===== src/design/wpsc_pkg.sv =====
// ---------------------------------------------------------------------------
// wpsc_pkg
// Types, constants and helper functions of the screen cell projection.
// ---------------------------------------------------------------------------
package wpsc_pkg;

    localparam int WPSC_CELL_SCALE   = 2;
    localparam int WPSC_HEIGHT_RANGE = 16;
    localparam int QBITS             = 40;  // quotient bits, one per divider cell
    localparam int LOW_BITS          = 10;  // numerator bits fed into the divider
    localparam int FRAC              = 16;  // fraction bits of Q16.16

    typedef enum logic [2:0] {
        CFG_MODE     = 3'd0,
        CFG_X_COEF   = 3'd1,
        CFG_Y_COEF   = 3'd2,
        CFG_OFFSETS  = 3'd3,
        CFG_HEIGHT_Z = 3'd4,
        CFG_EYE_XY   = 3'd5,
        CFG_VIEW_DIR = 3'd6,
        CFG_CENTRE   = 3'd7
    } t_cfg_idx;

    typedef struct packed {
        logic               mode;
        logic signed [31:0] a0;
        logic signed [31:0] a2;
        logic signed [31:0] a1;
        logic signed [31:0] a3;
        logic signed [31:0] b0;
        logic signed [31:0] b1;
        logic signed [31:0] a5;
        logic signed [31:0] eye_z;
        logic signed [31:0] eye_x;
        logic signed [31:0] eye_y;
        logic signed [15:0] dir_x;
        logic signed [15:0] dir_y;
        logic signed [15:0] dir_z;
        logic signed [31:0] cen_x;
        logic signed [31:0] cen_y;
    } t_cfg;

    typedef struct packed {
        logic               valid;
        logic               visible;
        logic               neg_x;
        logic               neg_y;
        logic               ovf_x;
        logic               ovf_y;
        logic signed [15:0] aff_x;
        logic signed [15:0] aff_y;
        logic signed [15:0] height;
    } t_ctl;

    function automatic logic signed [15:0] f_sat16(input logic signed [63:0] v);
        logic signed [15:0] r;
        if (v > 64'sd32767) begin
            r = 16'sh7FFF;
        end else if (v < -64'sd32768) begin
            r = 16'sh8000;
        end else begin
            r = 16'(v);
        end
        return r;
    endfunction

    // Round half up to an integer, then floor((t - 1) / 2), saturated.
    function automatic logic signed [15:0] f_to_cell(input logic signed [63:0] v);
        logic signed [63:0] t;
        logic signed [63:0] c;
        t = (v + 64'sd32768) >>> FRAC;
        c = (t - 64'sd1) >>> 1;
        return f_sat16(c);
    endfunction

endpackage


===== src/design/wpsc_div_cell.sv =====
// ---------------------------------------------------------------------------
// wpsc_div_cell
// One restoring division step for the x and y lanes, registered.
// ---------------------------------------------------------------------------
module wpsc_div_cell import wpsc_pkg::*; #(
    parameter int DW = 56
) (
    input  logic                i_clk,
    input  logic                i_rst_n,
    input  logic                i_en,
    input  t_ctl                i_ctl,
    input  logic [DW-2:0]       i_den,
    input  logic [DW-2:0]       i_rem_x,
    input  logic [DW-2:0]       i_rem_y,
    input  logic [LOW_BITS-1:0] i_low_x,
    input  logic [LOW_BITS-1:0] i_low_y,
    input  logic [QBITS-1:0]    i_q_x,
    input  logic [QBITS-1:0]    i_q_y,
    output t_ctl                o_ctl,
    output logic [DW-2:0]       o_den,
    output logic [DW-2:0]       o_rem_x,
    output logic [DW-2:0]       o_rem_y,
    output logic [LOW_BITS-1:0] o_low_x,
    output logic [LOW_BITS-1:0] o_low_y,
    output logic [QBITS-1:0]    o_q_x,
    output logic [QBITS-1:0]    o_q_y
);

    logic [DW-1:0] w_tx, w_ty;
    logic          w_gx, w_gy;
    t_ctl          r_ctl;
    logic [DW-2:0] r_den, r_rem_x, r_rem_y;
    logic [LOW_BITS-1:0] r_low_x, r_low_y;
    logic [QBITS-1:0]    r_q_x, r_q_y;

    // Shift the next numerator bit into the partial remainder.
    assign w_tx = {i_rem_x, i_low_x[LOW_BITS-1]};
    assign w_ty = {i_rem_y, i_low_y[LOW_BITS-1]};
    assign w_gx = w_tx >= DW'(i_den);
    assign w_gy = w_ty >= DW'(i_den);

    always_ff @(posedge i_clk) begin
        if (!i_rst_n) begin
            r_ctl.valid <= 1'b0;
        end else if (i_en) begin
            r_ctl.valid <= i_ctl.valid;
        end
    end

    always_ff @(posedge i_clk) begin
        if (i_en) begin
            r_ctl.visible <= i_ctl.visible;
            r_ctl.neg_x   <= i_ctl.neg_x;
            r_ctl.neg_y   <= i_ctl.neg_y;
            r_ctl.ovf_x   <= i_ctl.ovf_x;
            r_ctl.ovf_y   <= i_ctl.ovf_y;
            r_ctl.aff_x   <= i_ctl.aff_x;
            r_ctl.aff_y   <= i_ctl.aff_y;
            r_ctl.height  <= i_ctl.height;
            r_den         <= i_den;
            r_rem_x       <= w_gx ? (DW-1)'(w_tx - DW'(i_den)) : (DW-1)'(w_tx);
            r_rem_y       <= w_gy ? (DW-1)'(w_ty - DW'(i_den)) : (DW-1)'(w_ty);
            r_low_x       <= i_low_x << 1;
            r_low_y       <= i_low_y << 1;
            r_q_x         <= {i_q_x[QBITS-2:0], w_gx};
            r_q_y         <= {i_q_y[QBITS-2:0], w_gy};
        end
    end

    assign o_ctl   = r_ctl;
    assign o_den   = r_den;
    assign o_rem_x = r_rem_x;
    assign o_rem_y = r_rem_y;
    assign o_low_x = r_low_x;
    assign o_low_y = r_low_y;
    assign o_q_x   = r_q_x;
    assign o_q_y   = r_q_y;

endmodule


===== config.mk =====
export PLATFORM = sky130hd
export DESIGN_NAME = wpsc_div_cell
export DESIGN_NICKNAME = d
export VERILOG_FILES = /design/src/design/wpsc_pkg.sv /design/src/design/wpsc_div_cell.sv
export SDC_FILE = /design/constraint.sdc
export NUM_CORES = 1
export LEC_CHECK = 0
export BUFFER_PORTS_ARGS = -buffer_cell sky130_fd_sc_hd__buf_2
export CORE_AREA = 2 2 246 248
export CTS_CLUSTER_SIZE = 30
export DETAILED_ROUTE_END_ITERATION = 12
export DIE_AREA = 0 0 248 250
export HOLD_SLACK_MARGIN = 0.06
export PLACE_DENSITY = 0.62
export SLEW_MARGIN = 20
export SYNTH_ARGS = -nofsm -noshare
export SYNTH_HDL_FRONTEND = slang
export SYNTH_SLANG_ARGS = --single-unit
export TNS_END_PERCENT = 10

===== constraint.sdc =====
create_clock -name i_clk -period 3 [get_ports i_clk]
set_input_delay 0.15 -clock i_clk [delete_from_list [all_inputs] [get_ports i_clk]]
set_output_delay 0.15 -clock i_clk [all_outputs]
set_load 0.02 [all_outputs]

# After elaboration in Yosys (flattened, before gate mapping)
# Index checks and enable logic that the tools add are counted.
[word_totals] ff_bits=317 latchBits=0 ram_bits=0 mem_bits_ro=0 inputBits=322 out_inout_bits=319 wordCells=22 mem_count=0
[classes] add_sub_neg=2 multipliers=0 div_mod_pow=0 order_cmp=2 eq_ne=0 shift=0 mux=2 n_bitwise=0 n_reduce_logical=0
[op_table] cell=">= comparator 56 x 55 -> 1 bit" count=2
[op_table] cell="2-to-1 mux 55 bit" count=2
[op_table] cell="subtractor 55 bit" count=2

# Logic depth before layout (Yosys ltp)
# Gate-level depths: netlist (run 1).
[logic_depth] word_depth=2 mapped_depth=15 depth_no_buf=13

# Worst setup path after synthesis (run 1)
# Ideal clock, no wire load.
[synth_timing] kind="input to register" from="input port i_den[1]" to="register r_rem_y[47] (netlist: o_rem_y[47]), data pin" setup_ps=258 arrival_time_ps=2391 required_time_ps=2742 slack_ps=352 stages=12 path_buffers=0 path_cell_list="inv_1 -> ha_1 -> nor2b_1 -> o31a_1 -> o31a_1 -> o2111ai_1 -> a31oi_1 -> or4b_1 -> a31oi_2 -> o21ai_1 -> xnor2_1 -> o21ai_1"
[synth_between] elab_chain_len=2 word_cells_on_any_way=3 cone_classes="1 x add/sub; 1 x order compare; 1 x mux"
[synth_lines] item="from (decl)" line_no="wpsc_div_cell.sv:12" source="input logic [DW-2:0] i_den,"
[synth_lines] item="subtractor 55 bit or >= comparator 56 x 55 -> 1 bit (tied branches)" line_no="wpsc_div_cell.sv:62, wpsc_div_cell.sv:40"
[synth_lines] item="2-to-1 mux 55 bit (*)" line_no="wpsc_div_cell.sv:62" source="r_rem_y <= w_gy ? (DW-1)'(w_ty - DW'(i_den)) : (DW-1)'(w_ty);"
[synth_lines] item="to (signal assigned)" line_no="wpsc_div_cell.sv:62"
[synth_lines] item="to (decl)" line_no="wpsc_div_cell.sv:32" source="logic [DW-2:0] r_den, r_rem_x, r_rem_y;"
# Every way passes the cells marked *; elsewhere a longest branch is shown, timed or not.
# A chain may end at the register's enable or synchronous reset.

# Final worst setup path (run 1)
[layout_timing] from="input port i_rem_y[11]" to="register r_rem_y[10] (netlist: o_rem_y[10]), data pin"
[layout_between] elab_chain_len=2
[layout_lines] item="from (decl)" line_no="wpsc_div_cell.sv:14" source="input logic [DW-2:0] i_rem_y,"
[layout_lines] item=">= comparator 56 x 55 -> 1 bit" line_no="wpsc_div_cell.sv:40" source="assign w_gy = w_ty >= DW'(i_den);"
[layout_lines] item="2-to-1 mux 55 bit" line_no="wpsc_div_cell.sv:62"
# No other way between the ends.

==> impl_metrics.py, run 1 <==
metrics = {
    "place": {
        "post-place-ws_ns": -0.430,
        "dp_hpwl_mm": 61.5,
        "port_buffers": 636,
        "finalWeightedCongestion": 0.892,
        "placed_cells": 3242,
    },
    "sta": {
        "slew_headroom_pct": 42.9,
        "setup_tns_ns": 0,
        "final_max_slew_viol_count": 0,
        "post-route-period-util_pct": 98.5,
        "rsz0062_at_grt": "true",
        "worst_hold_slack_ns": 0.163,
        "setup_viol": 0,
        "worst_pin_slew_ns": 0.856,
        "fin_crit_ns": 2.96,
        "clock.fmax_mhz": 338,
        "fin_skew_ns": 0,
        "layout_setup_ws_ns": 0.0438,
        "finalHoldViolCount": 0,
    },
    "setup_path": {
        "worst_ep_required_time_ns": 3.31,
        "crit_path_start_kind": "input pin",
        "reg2reg_depth": 3,
        "criticalPathCategory": "input pin to flop",
        "path_max_fanout": 12,
        "r2r_start": "o_ctl[53]",
        "cp.arrival_ns": 3.26,
        "rrSetupSlack_ns": 1.85,
        "critPathCaptureType": "flop",
        "r2r-end": "o_ctl[53]",
    },
    "yosys": {
        "synth_edf_count": 316,
        "synth_most_common_cell": "edfxtp_1",
        "ys_seq_area_share_pct": 54.4,
        "synth_top_area_share_pct": 54.3,
        "ys.flop_type": "edfxtp_1",
        "netlist_instances": 1592,
        "synth_area_leaders": "edfxtp_1 (54%), ha_1 (7.9%), nand2_1 (4.4%)",
        "synth_area_mm2": 0.0175,
        "yosysTopAreaCell": "edfxtp_1",
        "ys_warn_count": 0,
        "syn_area_per_cell_um2": 11.0,
        "async_flop_share_pct": 0,
        "synth.distinct_cells": 79,
        "synth-seq-cells": 317,
        "synthTopCellsByCount": "edfxtp_1 (316), nand2_1 (206), o21ai_0 (149)",
    },
    "power": {
        "p_sw_mw": 4.76,
        "p_comb_share_pct": 30.3,
        "worst_ir_drop_vdd_uv": 463,
        "p_seq_share_pct": 37.7,
        "p_clk_share_pct": 32.0,
        "power_leakage_nw": 12.7,
        "p_sw_share_pct": 31.7,
        "p_per_area_mw_per_mm2": 527,
        "p_int_mw": 10.2,
    },
    "grt": {
        "grt_pass1_wl_mm": 111,
        "antenna_found_initial": 16,
        "grt.overflow.total": 0,
        "grt_max_degree": 99,
        "grt_pass1_vias": 17904,
        "grtUsageTotal_pct": 24.0,
    },
    "drt": {
        "drtAntennaViolNets": 0,
        "totalWireLength_mm": 78.3,
        "first_iter_violations": 1060,
        "drc_errors": 0,
        "post_drt_wl_per_cell_um": 21.5,
        "vias_per_cell": 4.84,
        "drtPass1Iterations": 5,
        "via_count": 17640,
    },
    "die": {
        "die_w_um": 248,
        "fp-row-count": 90,
        "initial_core_util_pct": 29.3,
        "core_mm2": 0.0596,
        "chipHeight_um": 250,
        "dieArea_mm2": 0.0620,
        "floorplan.io_pins": 641,
    },
    "clock_network": {
        "cts.sinks": 317,
        "clk_pin_slew_ns": 0.05,
        "clk_root_buffer_cell": "clkbuf_16",
        "cts.path.max_buffers": 3,
        "htreeDepth": 2,
        "cts_buffers": 38,
        "clk_latency_ns": 0.56,
        "cts_tree": "built",
    },
    "final_layout": {
        "final_cells": 3646,
        "drive_above_1_share_pct": 36.9,
        "synthToLayoutAreaGrowth_pct": 62.9,
        "num-nets-final": 3259,
    },
    "job": {
        "cap_violations": 0,
    },
    "worst_hold_path": {
        "hold_depth": 4,
        "hold_path_end": "o_rem_x[0]",
        "hold_path_startpoint": "i_low_x[9]",
        "hold_path.class": "input pin to flop",
    },
    "status": {
        "outcome": "finished clean",
    },
}
[worst max-delay path by stage]
stage	end	cells after the start	from	slack, ns
2_1_floorplan	o_rem_y[47]	12	i_den[1]	0.35
3_3_place_gp	o_rem_y[16]	14	i_den[23]	-0.41
3_5_place_dp	o_rem_y[30]	15	i_den[24]	-0.43
4_1_cts	o_rem_x[43]	15	i_rem_x[19]	0.008
5_1_grt	o_rem_y[30]	16	i_rem_y[14]	-0.03
6_report	o_rem_y[10]	14	i_rem_y[11]	0.04
[worst max-delay path, stage by stage]
cell and delay (ns):
dlygate4sd3_1 0.54, buf_2 0.13, ha_1 0.22, a211oi_2 0.21
nor2_1 0.13, a211oi_1 0.23, buf_4 0.15, a21oi_2 0.04
buf_4 0.18, a211oi_4 0.30, a31oi_4 0.15, o21ai_4 0.28
buf_12 0.19, mux2_2 0.34
[stage by stage]
| step | total power, mW | utilization (%) | cell area (um^2) |
|---|---|---|---|
| floorplan | 7.80 | - | 17500 |
| global placement | 9.78 | 39.7 | 23700 |
| detailed placement | 9.80 | 39.7 | 23700 |
| CTS | 15.0 | 47.2 | 28100 |
| global route | 15.7 | 47.8 | 28400 |
| finish | 15.0 | 47.8 | 28500 |
[per-layer routing]
metal,vias to the layer above,wire length [um],GRT usage (%)
li1,8375,-,-
met1,8443,31400,28.4
met2,694,38700,42.3
met3,116,5440,5.20
met4,12,2700,8.50
met5,-,76,0
[cell usage in the layout (no fill, tap or decap), types with 11 or more instances in the layout]
cell / Yosys / layout
nand2_1: 206 / 206
dlygate4sd3_1: 0 / 316
nand4_1: 28 / 28
o21ai_0: 149 / 142
a31oi_1: 17 / 12
diode_2: 0 / 11
o21bai_1: 22 / 20
nor3_1: 19 / 17
nor2b_1: 14 / 14
nand3_1: 24 / 24
and3_1: 16 / 16
inv_1: 88 / 87
edfxtp_1: 316 / 316
ha_1: 110 / 107
clkbuf_16: 0 / 42
a21oi_1: 137 / 132
a21o_1: 53 / 53
nor2_1: 68 / 68
buf_4: 3 / 287
a211oi_1: 13 / 11
o21a_1: 14 / 14
xnor2_1: 51 / 51
xor2_1: 45 / 45
buf_2: 27 / 635
o21ai_1: 17 / 24
[sequential cells by signal, summed over array words and instances (netlist names)]
register,cells
o_den,55
o_ctl,54
o_q_x,40
o_low_y,9
o_q_y,40
o_rem_y,55
o_rem_x,55
o_low_x,9
[layout make-up]
type / instances / area (um^2)
diodes: 11 / 27.5
clock buffers: 43 / 991
clock inverters: 25 / 285
fillers: 5533 / 31100
inverters: 89 / 334
multi-input cells: 1123 / 7480
flip-flops and latches: 317 / 9510
well taps: 782 / 978
repair buffers: 1256 / 8850
[repair_timing]
item,in CTS,in global routing
setup endpoints to repair,0,77
endpoints found under the hold margin,315,0
resized for setup,0,43
buffers inserted,0,6
hold buffers,316,0
[power by group through the flow]
stage                     clock [mW]  sequential, mW  combinational (mW)
after global routing            5.09            5.69                4.88
after global placement             0            5.73                4.04
after floorplan                    0            6.32                1.48
after CTS                       4.92            5.65                4.43
final                           4.81            5.65                4.54
after detailed placement           0            5.73                4.07
[cell families after synthesis]
| kind of cell | count (synthesis) | synth area share, % |
|---|---|---|
| AO/OA/AOI/OAI | 484 | 17.0 |
| AND/OR/NAND/NOR | 420 | 11.2 |
| flip-flops | 317 | 54.4 |
| buffers and inverters | 153 | 3.80 |
| adder cells (fa/ha/maj) | 112 | 8.11 |
| XOR/XNOR | 96 | 4.81 |
| multiplexers | 9 | 0.652 |
| other | 1 | 0.0215 |
No activity file was read; power rests on OpenSTA's default activity.
==> run 2, diff against run 1 <==
--- a/config.mk
+++ b/config.mk
@@ -12,6 +12,7 @@
 export DIE_AREA = 0 0 248 250
 export HOLD_SLACK_MARGIN = 0.06
 export PLACE_DENSITY = 0.62
+export SETUP_SLACK_MARGIN = 0.05
 export SLEW_MARGIN = 20
 export SYNTH_ARGS = -nofsm -noshare
 export SYNTH_HDL_FRONTEND = slang
==> impl_metrics.py, run 2 (synthesized netlist as in run 1, its figures left out) <==
metrics = {
    "clock_network": {
        "clk_pin_slew_ns": 0.06,
        "clk_root_buffer_cell": "clkbuf_16",
        "htreeDepth": 2,
        "cts.sinks": 317,
        "cts.path.max_buffers": 3,
        "cts_buffers": 38,
        "clk_latency_ns": 0.56,
        "cts_tree": "built",
    },
    "place": {
        "dpl-instance-area_mm2": 0.0237,
        "dp_hpwl_mm": 61.5,
        "finalWeightedCongestion": 0.892,
        "port_buffers": 636,
        "post-place-ws_ns": -0.430,
    },
    "drt": {
        "drc_errors": 0,
        "drtAntennaViolNets": 0,
        "via_count": 17648,
        "post_drt_wl_per_cell_um": 21.5,
        "drtPass1Iterations": 7,
        "m1WireLength_mm": 31.3,
        "wl_met3_mm": 5.47,
        "totalWireLength_mm": 78.2,
        "highest_layer": "met5",
        "first_iter_violations": 1080,
        "wl_met2_mm": 38.5,
        "vias_per_cell": 4.84,
    },
    "final_layout": {
        "final_area_mm2": 0.0285,
        "synthToLayoutAreaGrowth_pct": 63.1,
        "fillCellCount": 5528,
        "postLayoutCoreUtil_pct": 47.8,
        "drive_above_1_share_pct": 37.1,
        "num-nets-final": 3257,
        "layout_commonest_cell": "buf_2",
        "final_cell_mix": "buf_2 (635), dlygate4sd3_1 (316), edfxtp_1 (316)",
    },
    "sta": {
        "fin_crit_ns": 2.92,
        "layout_setup_ws_ns": 0.0844,
        "setup_viol": 0,
        "final_max_slew_viol_count": 0,
        "finalHoldViolCount": 0,
        "rsz0062_at_grt": "true",
        "post-route-period-util_pct": 97.2,
        "worst_hold_slack_ns": 0.119,
        "clock.fmax_mhz": 343,
        "fin_skew_ns": 0,
        "slew_headroom_pct": 43.2,
        "setup_tns_ns": 0,
        "worst_pin_slew_ns": 0.853,
    },
    "setup_path": {
        "crit_chain": "dlygate4sd3_1, buf_2, ha_4, a211oi_4, nor2_2, a211oi_2, buf_4, a21oi_2, buf_6, a211oi_4, a31oi_4, o21ai_4, buf_12, inv_2, mux2_4",
        "rrSetupSlack_ns": 1.85,
        "worst_ep_required_time_ns": 3.31,
        "path_delay_family": "buffers and inverters",
        "critPathCaptureType": "flop",
        "slowest_delay_ns": 0.54,
        "crit_path_start_kind": "input pin",
        "path_max_fanout": 7,
        "criticalPathCategory": "input pin to flop",
        "crit_path_frequent_cell": "a211oi_4",
        "cp.arrival_ns": 3.23,
        "cp_num_buf_inv": 6,
        "cp_slowest_cell": "dlygate4sd3_1",
    },
    "die": {
        "fp-row-count": 90,
        "initial_core_util_pct": 29.3,
        "floorplan.io_pins": 641,
        "dieArea_mm2": 0.0620,
        "die_w_um": 248,
        "core_mm2": 0.0596,
        "chipHeight_um": 250,
    },
    "grt": {
        "grt_pass1_vias": 17941,
        "grt_max_degree": 99,
        "antenna_found_initial": 16,
        "grtUsageTotal_pct": 24.0,
        "grt_pass1_wl_mm": 111,
        "grt.overflow.total": 0,
    },
    "power": {
        "p_int_mw": 10.3,
        "p_sw_share_pct": 31.7,
        "p_comb_share_pct": 30.3,
        "p_seq_share_pct": 37.6,
        "p_clk_share_pct": 32.1,
        "p_sw_mw": 4.77,
        "worst_ir_drop_vdd_uv": 463,
        "power_leakage_nw": 12.7,
        "p_per_area_mw_per_mm2": 527,
    },
    "job": {
        "cap_violations": 0,
    },
    "worst_hold_path": {
        "hold_path.class": "input pin to flop",
    },
    "status": {
        "outcome": "finished clean",
    },
}
run 2: cell types whose count changed in the layout (fill, tap and decap cells not counted), sizes merged:
cell and change:
buf -2, diode +1
run 2: timing repair:
action	CTS	global route
hold buffers	316	0
setup endpoints to repair	0	71
endpoints found under the hold margin	315	0
gates resized for setup	0	56
buffers inserted	0	4
run 2: worst paths after layout:
kind / start / end / cells after the start
worst min-delay path: i_rem_x[54] / o_q_x[0] / 5
worst min register to register: o_ctl[53] / o_ctl[53] / 3
worst max register to register: o_ctl[53] / o_ctl[53] / 3
worst max-delay path: i_rem_y[11] / o_rem_y[37] / 15
run 2: power groups by stage:
stage / clock network, mW / registers (mW) / logic, mW
2_1_floorplan: 0 / 6.32 / 1.48
3_3_place_gp: 0 / 5.73 / 4.04
3_5_place_dp: 0 / 5.73 / 4.07
4_1_cts: 4.92 / 5.65 / 4.43
5_1_grt: 5.09 / 5.69 / 4.89
6_report: 4.82 / 5.65 / 4.56
run 2: per-stage QoR:
| stage | std cells | power (mW) |
|---|---|---|
| 4_1_cts | 3626 | 15.0 |
| 3_5_place_dp | 3242 | 9.80 |
| 5_1_grt | 3639 | 15.7 |
| 2_1_floorplan | 1593 | 7.80 |
| 6_report | 3645 | 15.0 |
| 3_3_place_gp | 3242 | 9.78 |
run 2: layout make-up:
cell class | count | area [um^2] | area share (%)
inverters | 89 | 334 | 1.17
well taps | 782 | 978 | 3.43
multi-input cells | 1123 | 7540 | 26.5
clock inverters | 25 | 285 | 1.00
diodes | 12 | 30.0 | 0.105
clock buffers | 43 | 991 | 3.48
repair buffers | 1254 | 8830 | 31.0
flip-flops and latches | 317 | 9510 | 33.4
run 2: worst reg2reg max path: cells and delay by family, from the launching register on:
| kind | cells | cell delay (ns) |
|---|---|---|
| buffers and inverters | 1 | 0.54 |
| flip-flops | 1 | 0.30 |
| AND/OR/NAND/NOR | 1 | 0.06 |
| multiplexers | 1 | 0.13 |
run 2: routing by layer:
layer  GRT usage [%]  up-vias
met4            8.74       12
met1            28.3     8466
met5               0        -
met2            42.3      664
met3            5.29      127
li1                -     8379
==> run 3, diff against run 2 <==
==> constraint.sdc (replaced) <==
create_clock -name i_clk -period 2.7 [get_ports i_clk]
set_input_delay 0.135 -clock i_clk [delete_from_list [all_inputs] [get_ports i_clk]]
set_output_delay 0.135 -clock i_clk [all_outputs]
set_load 0.02 [all_outputs]
==> impl_metrics.py, run 3 (synthesized netlist as in run 1, its figures left out) <==
metrics = {
    "status": {
        "outcome": "finished clean",
    },
    "grt": {
        "grt_max_degree": 71,
        "grtUsageTotal_pct": 24.4,
        "antenna_found_initial": 28,
        "grt.overflow.total": 0,
        "grt_pass1_vias": 18419,
        "grt_pass1_wl_mm": 112,
    },
    "power": {
        "p_seq_share_pct": 37.9,
        "p_sw_mw": 5.35,
        "power_leakage_nw": 13.3,
        "p_per_area_mw_per_mm2": 566,
        "worst_ir_drop_vdd_uv": 469,
        "p_comb_share_pct": 31.7,
        "p_sw_share_pct": 32.1,
        "p_clk_share_pct": 30.4,
        "p_int_mw": 11.3,
    },
    "final_layout": {
        "synthToLayoutAreaGrowth_pct": 68.3,
        "num-nets-final": 3391,
        "final_cell_mix": "buf_2 (635), buf_4 (421), edfxtp_1 (316)",
        "fillCellCount": 5493,
        "postLayoutCoreUtil_pct": 49.4,
        "drive_above_1_share_pct": 40.0,
        "layout_commonest_cell": "buf_2",
        "final_area_mm2": 0.0294,
    },
    "sta": {
        "fin_skew_ns": 0,
        "worst_pin_slew_ns": 0.664,
        "clock.fmax_mhz": 375,
        "fin_crit_ns": 2.67,
        "post-route-period-util_pct": 98.8,
        "setup_tns_ns": 0,
        "slew_headroom_pct": 55.8,
        "finalHoldViolCount": 0,
        "final_max_slew_viol_count": 0,
        "setup_viol": 0,
        "rsz0062_at_grt": "true",
        "worst_hold_slack_ns": 0.0885,
    },
    "die": {
        "die_w_um": 248,
        "initial_core_util_pct": 29.3,
        "floorplan.io_pins": 641,
        "chipHeight_um": 250,
        "fp-row-count": 90,
        "core_mm2": 0.0596,
        "dieArea_mm2": 0.0620,
    },
    "setup_path": {
        "path_max_fanout": 5,
        "worst_ep_required_time_ns": 3.01,
        "critPathCaptureType": "flop",
        "crit_chain": "dlygate4sd3_1, buf_2, ha_1, nand2_1, nor2_1, a221oi_2, nor2_1, a211oi_4, a31oi_4, o21ai_4, buf_12, buf_12, mux2_2",
        "cp.arrival_ns": 2.98,
        "criticalPathCategory": "input pin to flop",
        "slowest_delay_ns": 0.55,
        "cp_slowest_cell": "dlygate4sd3_1",
        "crit_path_start_kind": "input pin",
    },
    "drt": {
        "wl_met3_mm": 6.34,
        "highest_layer": "met5",
        "drtAntennaViolNets": 0,
        "vias_per_cell": 4.79,
        "via_count": 18083,
        "drc_errors": 0,
        "totalWireLength_mm": 80.2,
        "post_drt_wl_per_cell_um": 21.2,
        "m1WireLength_mm": 31.0,
        "drtPass1Iterations": 5,
        "wl_met2_mm": 38.9,
        "first_iter_violations": 1131,
    },
    "worst_hold_path": {
        "hold_path.class": "input pin to flop",
    },
    "clock_network": {
        "cts_buffers": 39,
        "clk_root_buffer_cell": "clkbuf_16",
        "cts_tree": "built",
        "clk_latency_ns": 0.55,
        "cts.sinks": 317,
        "htreeDepth": 2,
        "clk_pin_slew_ns": 0.06,
        "cts.path.max_buffers": 3,
    },
    "place": {
        "port_buffers": 636,
        "dpl-instance-area_mm2": 0.0246,
        "dp_hpwl_mm": 61.7,
        "finalWeightedCongestion": 0.950,
    },
    "job": {
        "cap_violations": 0,
    },
}
run 3: cell types whose count changed in the layout (fill, tap and decap cells not counted), moves of 3 or more:
cell,delta
a31oi_2,-3
bufinv_16,-3
o21ai_2,+3
o21ai_0,-3
clkbuf_1,+5
buf_4,+135
run 3: power by group through the flow:
stage                     logic [mW]  registers, mW  clock network [mW]
after floorplan                 1.65           7.02                   0
after global routing            5.67           6.34                5.36
final                           5.28           6.30                5.07
after detailed placement        4.70           6.39                   0
after global placement          4.67           6.39                   0
after CTS                       5.11           6.30                5.20
run 3: area by class of cell:
cell class	instances	area, um^2	area share [%]
Timing Repair Buffer	1387	9790	33.3
Sequential cell	317	9510	32.3
Multi-Input combinational cell	1123	7570	25.7
Clock buffer	48	1010	3.43
Tap cell	782	978	3.33
Inverter	89	334	1.14
Clock inverter	19	186	0.634
Antenna cell	14	35.0	0.119
run 3: what timing repair did:
item / in CTS / in global routing
buffers inserted: 0 / 8
gates resized for setup: 7 / 59
endpoints found under the setup margin: 72 / 102
gates cloned: 0 / 3
pin swaps: 1 / 19
hold endpoints to repair: 314 / 0
hold buffers: 315 / 0
run 3: worst paths after layout:
kind	from	end	slack (ns)	cells after the start
setup reg to reg	o_ctl[53]	o_ctl[53]	1.56	3
hold / removal	i_en	o_q_y[13]	0.09	1
hold reg to reg	o_ctl[53]	o_ctl[53]	1.04	3
setup / recovery	i_rem_y[38]	o_rem_y[10]	0.03	13
run 3: per-stage QoR:
step	std cells	power [mW]	worst slack (ns)
finish	3779	16.6	0.0318
global route	3774	17.4	-0.0312
CTS	3754	16.6	0.0529
detailed placement	3372	11.1	-0.870
global placement	3372	11.1	-0.747
floorplan	1593	8.67	0.0667
run 3: per-layer routing:
layer / global-route usage (%) / vias to the layer above
met4: 10.4 / 28
met3: 6.72 / 156
met5: 0 / -
li1: - / 8656
met2: 42.2 / 641
met1: 28.1 / 8602
run 3: critical path: cells and delay by family:
family / cells / cell delay (ns)
AOI/OAI and AO/OA: 4 / 0.96
buffers and inverters: 4 / 0.94
and+or+nand+nor: 3 / 0.27
muxes: 1 / 0.32
adders and majority gates: 1 / 0.34
